File: src/design/rhtt_pkg.sv
`default_nettype none

package rhtt_pkg;

    localparam int SLOTS   = 16;
    localparam int SLOT_W  = 4;
    localparam int COORD_W = 16;
    localparam int SIZEA_W = 16;
    localparam int SIZEB_W = 15;
    // squared distance along one axis fits in 32 bits (|d| <= 65535)
    localparam int SQ_W    = 32;
    // radius squared with the 8 fraction bits dropped
    localparam int R2H_W   = 2 * SIZEA_W - 8;

    localparam logic ACT_LOAD     = 1'b0;
    localparam logic ACT_QUERY    = 1'b1;
    localparam logic SHAPE_RECT   = 1'b0;
    localparam logic SHAPE_CIRCLE = 1'b1;

    typedef struct packed {
        logic                      circle;
        logic                      kind;
        logic signed [COORD_W-1:0] ox;
        logic signed [COORD_W-1:0] oy;
        logic [SIZEA_W-1:0]        size_a;
        logic [SIZEB_W-1:0]        size_b;
        logic [R2H_W-1:0]          r2h;
    } region_t;

    // query travelling down the chain, with the test of the cell above still open
    typedef struct packed {
        logic signed [COORD_W-1:0] qx;
        logic signed [COORD_W-1:0] qy;
        logic                      hit;
        logic [SLOT_W-1:0]         hit_slot;
        logic                      hit_kind;
        logic                      pend_valid;
        logic                      pend_circle;
        logic                      pend_rect_in;
        logic [SQ_W-1:0]           pend_sqx;
        logic [SQ_W-1:0]           pend_sqy;
        logic [R2H_W-1:0]          pend_r2h;
        logic [SLOT_W-1:0]         pend_slot;
        logic                      pend_kind;
    } token_t;

    // settle the open test; an earlier (higher) hit always wins
    function automatic token_t resolve_pending(token_t t);
        logic [SQ_W:0] d2;
        logic          covers;
        token_t        r;
        d2 = {1'b0, t.pend_sqx} + {1'b0, t.pend_sqy};
        covers = t.pend_circle ? (d2 <= {{(SQ_W + 1 - R2H_W){1'b0}}, t.pend_r2h})
                               : t.pend_rect_in;
        r = t;
        if (!t.hit && t.pend_valid && covers)
        begin
            r.hit      = 1'b1;
            r.hit_slot = t.pend_slot;
            r.hit_kind = t.pend_kind;
        end
        return r;
    endfunction

endpackage

`default_nettype wire

File: src/design/rhtt_cell.sv
`default_nettype none

module rhtt_cell
    import rhtt_pkg::*;
(
    input  wire logic              clk,
    input  wire logic              rst_n,
    input  wire logic              advance,
    input  wire logic              load_en,
    input  wire region_t           load_region,
    input  wire logic [SLOT_W-1:0] cell_slot,
    input  wire logic              up_valid,
    input  wire token_t            up_tok,
    output logic                   down_valid,
    output token_t                 down_tok
);

    logic    region_valid_reg;
    region_t region_reg;
    logic    tok_valid_reg;
    token_t  tok_reg;
    token_t  tok_next;

    logic signed [COORD_W:0]     dx;
    logic signed [COORD_W:0]     dy;
    logic signed [2*COORD_W+1:0] sqx_full;
    logic signed [2*COORD_W+1:0] sqy_full;
    logic signed [COORD_W+1:0]   x_far;
    logic signed [COORD_W+1:0]   y_far;
    logic                        rect_in;

    always_comb
    begin
        dx = {up_tok.qx[COORD_W-1], up_tok.qx} - {region_reg.ox[COORD_W-1], region_reg.ox};
        dy = {up_tok.qy[COORD_W-1], up_tok.qy} - {region_reg.oy[COORD_W-1], region_reg.oy};
        sqx_full = dx * dx;
        sqy_full = dy * dy;
        // far edges, closed
        x_far = {{2{region_reg.ox[COORD_W-1]}}, region_reg.ox}
              + $signed({2'b00, region_reg.size_a});
        y_far = {{2{region_reg.oy[COORD_W-1]}}, region_reg.oy}
              + $signed({{(COORD_W + 2 - SIZEB_W){1'b0}}, region_reg.size_b});
        rect_in = ($signed(up_tok.qx) >= $signed(region_reg.ox))
               && ($signed({{2{up_tok.qx[COORD_W-1]}}, up_tok.qx}) <= x_far)
               && ($signed(up_tok.qy) >= $signed(region_reg.oy))
               && ($signed({{2{up_tok.qy[COORD_W-1]}}, up_tok.qy}) <= y_far);

        tok_next              = resolve_pending(up_tok);
        tok_next.pend_valid   = region_valid_reg;
        tok_next.pend_circle  = region_reg.circle;
        tok_next.pend_rect_in = rect_in;
        tok_next.pend_sqx     = sqx_full[SQ_W-1:0];
        tok_next.pend_sqy     = sqy_full[SQ_W-1:0];
        tok_next.pend_r2h     = region_reg.r2h;
        tok_next.pend_slot    = cell_slot;
        tok_next.pend_kind    = region_reg.kind;
    end

    always_ff @(posedge clk or negedge rst_n)
    begin
        if (!rst_n)
        begin
            region_valid_reg <= 1'b0;
            tok_valid_reg    <= 1'b0;
        end
        else
        begin
            if (load_en)
            begin
                region_valid_reg <= 1'b1;
            end
            if (advance)
            begin
                tok_valid_reg <= up_valid;
            end
        end
    end

    always_ff @(posedge clk)
    begin
        if (load_en)
        begin
            region_reg <= load_region;
        end
        if (advance)
        begin
            tok_reg <= tok_next;
        end
    end

    assign down_valid = tok_valid_reg;
    assign down_tok   = tok_reg;

endmodule

`default_nettype wire

File: config.mk
export PLATFORM = sky130hd
export DESIGN_NAME = rhtt_cell
export DESIGN_NICKNAME = d
export VERILOG_FILES = /design/src/design/rhtt_pkg.sv /design/src/design/rhtt_cell.sv
export SDC_FILE = /design/constraint.sdc
export NUM_CORES = 2
export LEC_CHECK = 0
export BUFFER_PORTS_ARGS = -buffer_cell sky130_fd_sc_hd__buf_2
export CAP_MARGIN = 25
export CELL_PAD_IN_SITES_DETAIL_PLACEMENT = 1
export CELL_PAD_IN_SITES_GLOBAL_PLACEMENT = 1
export CORE_MARGIN = 1
export CORE_UTILIZATION = 40
export DETAILED_ROUTE_END_ITERATION = 16
export PLACE_DENSITY = 0.71
export RECOVER_POWER = 100
export SYNTH_ARGS = -nofsm -noshare
export SYNTH_HDL_FRONTEND = slang
export SYNTH_SLANG_ARGS = --single-unit
File: constraint.sdc
create_clock -name clk -period 22.4 [get_ports clk]
set_input_delay 4.48 -clock clk [delete_from_list [all_inputs] [get_ports clk]]
set_output_delay 4.48 -clock clk [all_outputs]
set_load 0.05 [all_outputs]
==> metrics.md <==
| Metric | Value |
|---|---|
| Crit-path most repeated cell | fa_1 |
| Slowest cell on crit path | o21ai_0 |
| Clock Tree Root | clkbuf_16 |
| Primary FF master, synth | edfxtp_1 |
| Setup violators final | 0 |
| Reg-to-reg startpoint | region_reg[56]$_DFFE_PP_ |
| Required @ worst endpoint | ~23000 ps |
| Count of final max-slew check failures | between 200 and 250 |
| Chip height | 280 um |
| Iter 0 DRT Violations | between 900 and 1000 |
| Initial antenna violation count | 2 |
| Pre-CTS setup slack | between 8000 and 9000 ps |
| DIE WIDTH | between 200 and 300 um |
| Post-Syn Area | 31000 um^2 |
| Final Instance Count excl. Fillers | ~4500 |
| Routed WL | just over 80 mm |
| Fillers | between 8000 and 9000 |
| Clock latency on the worst-skew pair | roughly 580 ps |
| Initial core utilization | roughly 41% |
| Startpoint Class | primary input |
| Most common cell after layout, fill and taps aside | inv_1 |
| Clk buf depth | 3 |
| WL met1 | between 30 and 40 mm |
| Tcrit/Tclk final | between 60% and 70% |
| Post-route antenna net violation count | 0 |
| Number of flops mapped to enable cells by yosys | between 200 and 250 |
| CTS buffer count | 29 |
| Syn Inst Count | a little over 3000 |
| RSZ-0062 raised after global routing | false |
| Port bufs | roughly 360 |
| Post-layout min period | roughly 14000 ps |
| Drt wl/cell | ~18 um |
| Post-synthesis to final-layout area growth | 12.2% |
| Area leader, netlist | fa_1 |
| Slowest Stage Delay on Critical Path | roughly 630 ps |
| CP arrival | 14160 ps |
| Final Hold Vio Count | 0 |
| Routability Congestion | 0.901 |
| CTS Sinks | about 220 |
| Met2 WL | around 41 mm |
| Maxcap violations | 4 |
| Total iterations of the first detailed-routing run | 5 |
| Setup Skew | around 15 ps |
| Failing checks | capacitance limit, slew limit |
| Nets | approximately 4500 |
| Register Area | between 6000 and 7000 um^2 |
| Met3 WL post-DR | between 4 and 5 mm |
| Full die area | approximately 79000 um^2 |
| Hold_buf cts | 0 |
| Status | finished with violations |
| DR DRC count | 0 |
| Share of cells above drive strength 1 | between 8 and 9% |
| Synth top area share | 33.6% |
| Reg clk slew, reported paths | ~60 ps |
| Setup_tns | 0 ps |
| Slew at the pin with the worst max-slew slack | between 4000 and 5000 ps |
| Critical path endpoint category | flop |
| Post-synth cell types | 76 |
| Setup Buffers After CTS | 0 |
| Via Count | around 22000 |
| Vias in the first global route | ~25000 |
| Largest net degree at the start of global routing | 79 |
| Ant. Diodes | 0 |
| Io pins | between 300 and 400 |
| Most frequent cells in the layout | 773 x inv_1, 520 x fa_1, 311 x ha_1, 259 x nor2_1, 221 x edfxtp_1 |
| Post-synthesis sequential element count | between 200 and 250 |
| Max FFs per register | about 130 |
| CTS tree | built |
| Ys Warns | 0 |
| Syn Area/Cell | approximately 10 um^2 |
| H-tree levels | 1 |
| Congestion Overflow GR | 0 |
| Vias per cell | between 4 and 5 |
| Max layer used | met5 |
| Critical path class | in -> reg |
| Post-Place Cells | 4457 |
| Max Freq | 0.0723 GHz |
| Async SR Flop Fraction | less than 1% |
| HPWL Detailed | 69.9 mm |
| Worst slew margin | -218% |
| GR Util All Layers | about 21% |
| FP Rows | 101 |
| Min-delay src | region_reg[4]$_DFFE_PP_ |
| Top cells by area, synth | fa_1 34%, edfxtp_1 21%, ha_1 13%, inv_1 9.4%, nor2_1 3.1% |
| Hold Path Class | reg -> reg |
| Crit Path Max Fanout | 12 |
| Start point of the critical path | up_tok[103] |
| Post-CTS Resized | 0 |
| Multi-input gate area in the final layout | around 21000 um^2 |
| CORE AREA | between 70000 and 80000 um^2 |
| Fin worst setup slack | between 8000 and 9000 ps |
| Sequential area share after synthesis | a little over a fifth |
| First-pass GRT wire length | roughly 130 mm |
[stage by stage]
| step | cell area [um^2] | util, % | hold slack (ps) |
|---|---|---|---|
| 6_report | 34800 | 45.6 | 417 |
| 5_1_grt | 34800 | 45.6 | 425 |
| 4_1_cts | 35100 | 46.0 | 420 |
| 3_5_place_dp | 34200 | 44.7 | 406 |
| 3_3_place_gp | 34200 | 44.7 | 400 |
| 2_1_floorplan | 31000 | - | 400 |
[synth_stat cells, types with 6 or more instances]
library cell  instances
nand3_1              30
nor2_1              259
a21o_1               56
o21bai_1             24
o21ai_0              56
or3_1                12
o21ai_1               6
o31ai_1               6
o21a_1               27
mux2_2                6
nand4_1              20
a211oi_1             14
nor3_1               29
clkinv_1              6
o211ai_1             10
nand2_1             208
a31oi_1              10
fa_1                520
a21boi_0             10
edfxtp_1            221
and2_1                6
clkbuf_1             47
xor2_1               49
inv_1               773
or2_2                 9
nand2b_1             15
xnor2_1             107
nor2b_1              32
a21oi_1             106
mux2i_1               7
ha_1                311
[final timing paths]
| check | end | slack, ps | cells past startpoint |
|---|---|---|---|
| max | down_tok[60]$_DFFE_PP_ | 8560 | 33 |
| min | down_tok[9]$_DFFE_PP_ | 420 | 0 |
| max reg2reg | down_tok[60]$_DFFE_PP_ | 12120 | 33 |
| min reg2reg | down_tok[9]$_DFFE_PP_ | 420 | 0 |
| max in group asynchronous | down_valid$_DFFE_PN0P_ | 18590 | 1 |
| min in group asynchronous | region_valid_reg$_DFFE_PN0P_ | 3680 | 1 |
[cells by family after synthesis]
group / Yosys count / share of synthesized area [%]
and+or+nand+nor: 647 / 9.16
buffers and inverters: 840 / 10.2
muxes: 13 / 0.444
other: 1 / 0.0121
adders and majority gates: 831 / 46.1
AOI/OAI and AO/OA: 377 / 8.11
DFF: 223 / 21.6
xor gates and xnor gates: 156 / 4.41
[final cells by class]
class	instances	area share, %
Multi-Input combinational cell	2026	60.8
Sequential cell	223	19.2
Inverter	784	8.46
Timing Repair Buffer	394	5.18
Tap cell	1030	3.70
Clock buffer	32	2.18
Clock inverter	21	0.503
[metal layers]
metal	track usage, %	up-vias
li1	-	10400
met1	27.2	11200
met2	38.2	511
met3	3.36	103
met4	5.09	4
met5	0	-
[critical path: cells and delay by family]
kind / cells / cell delay (ps)
AOI/OAI and AO/OA: 13 / 3780
xor gates and xnor gates: 2 / 230
adders and majority gates: 8 / 3480
buffers and inverters: 7 / 1600
and+or+nand+nor: 3 / 590
Power is not shown: default switching activity piles up to over one toggle a cycle in this logic, so the estimate is an artifact.
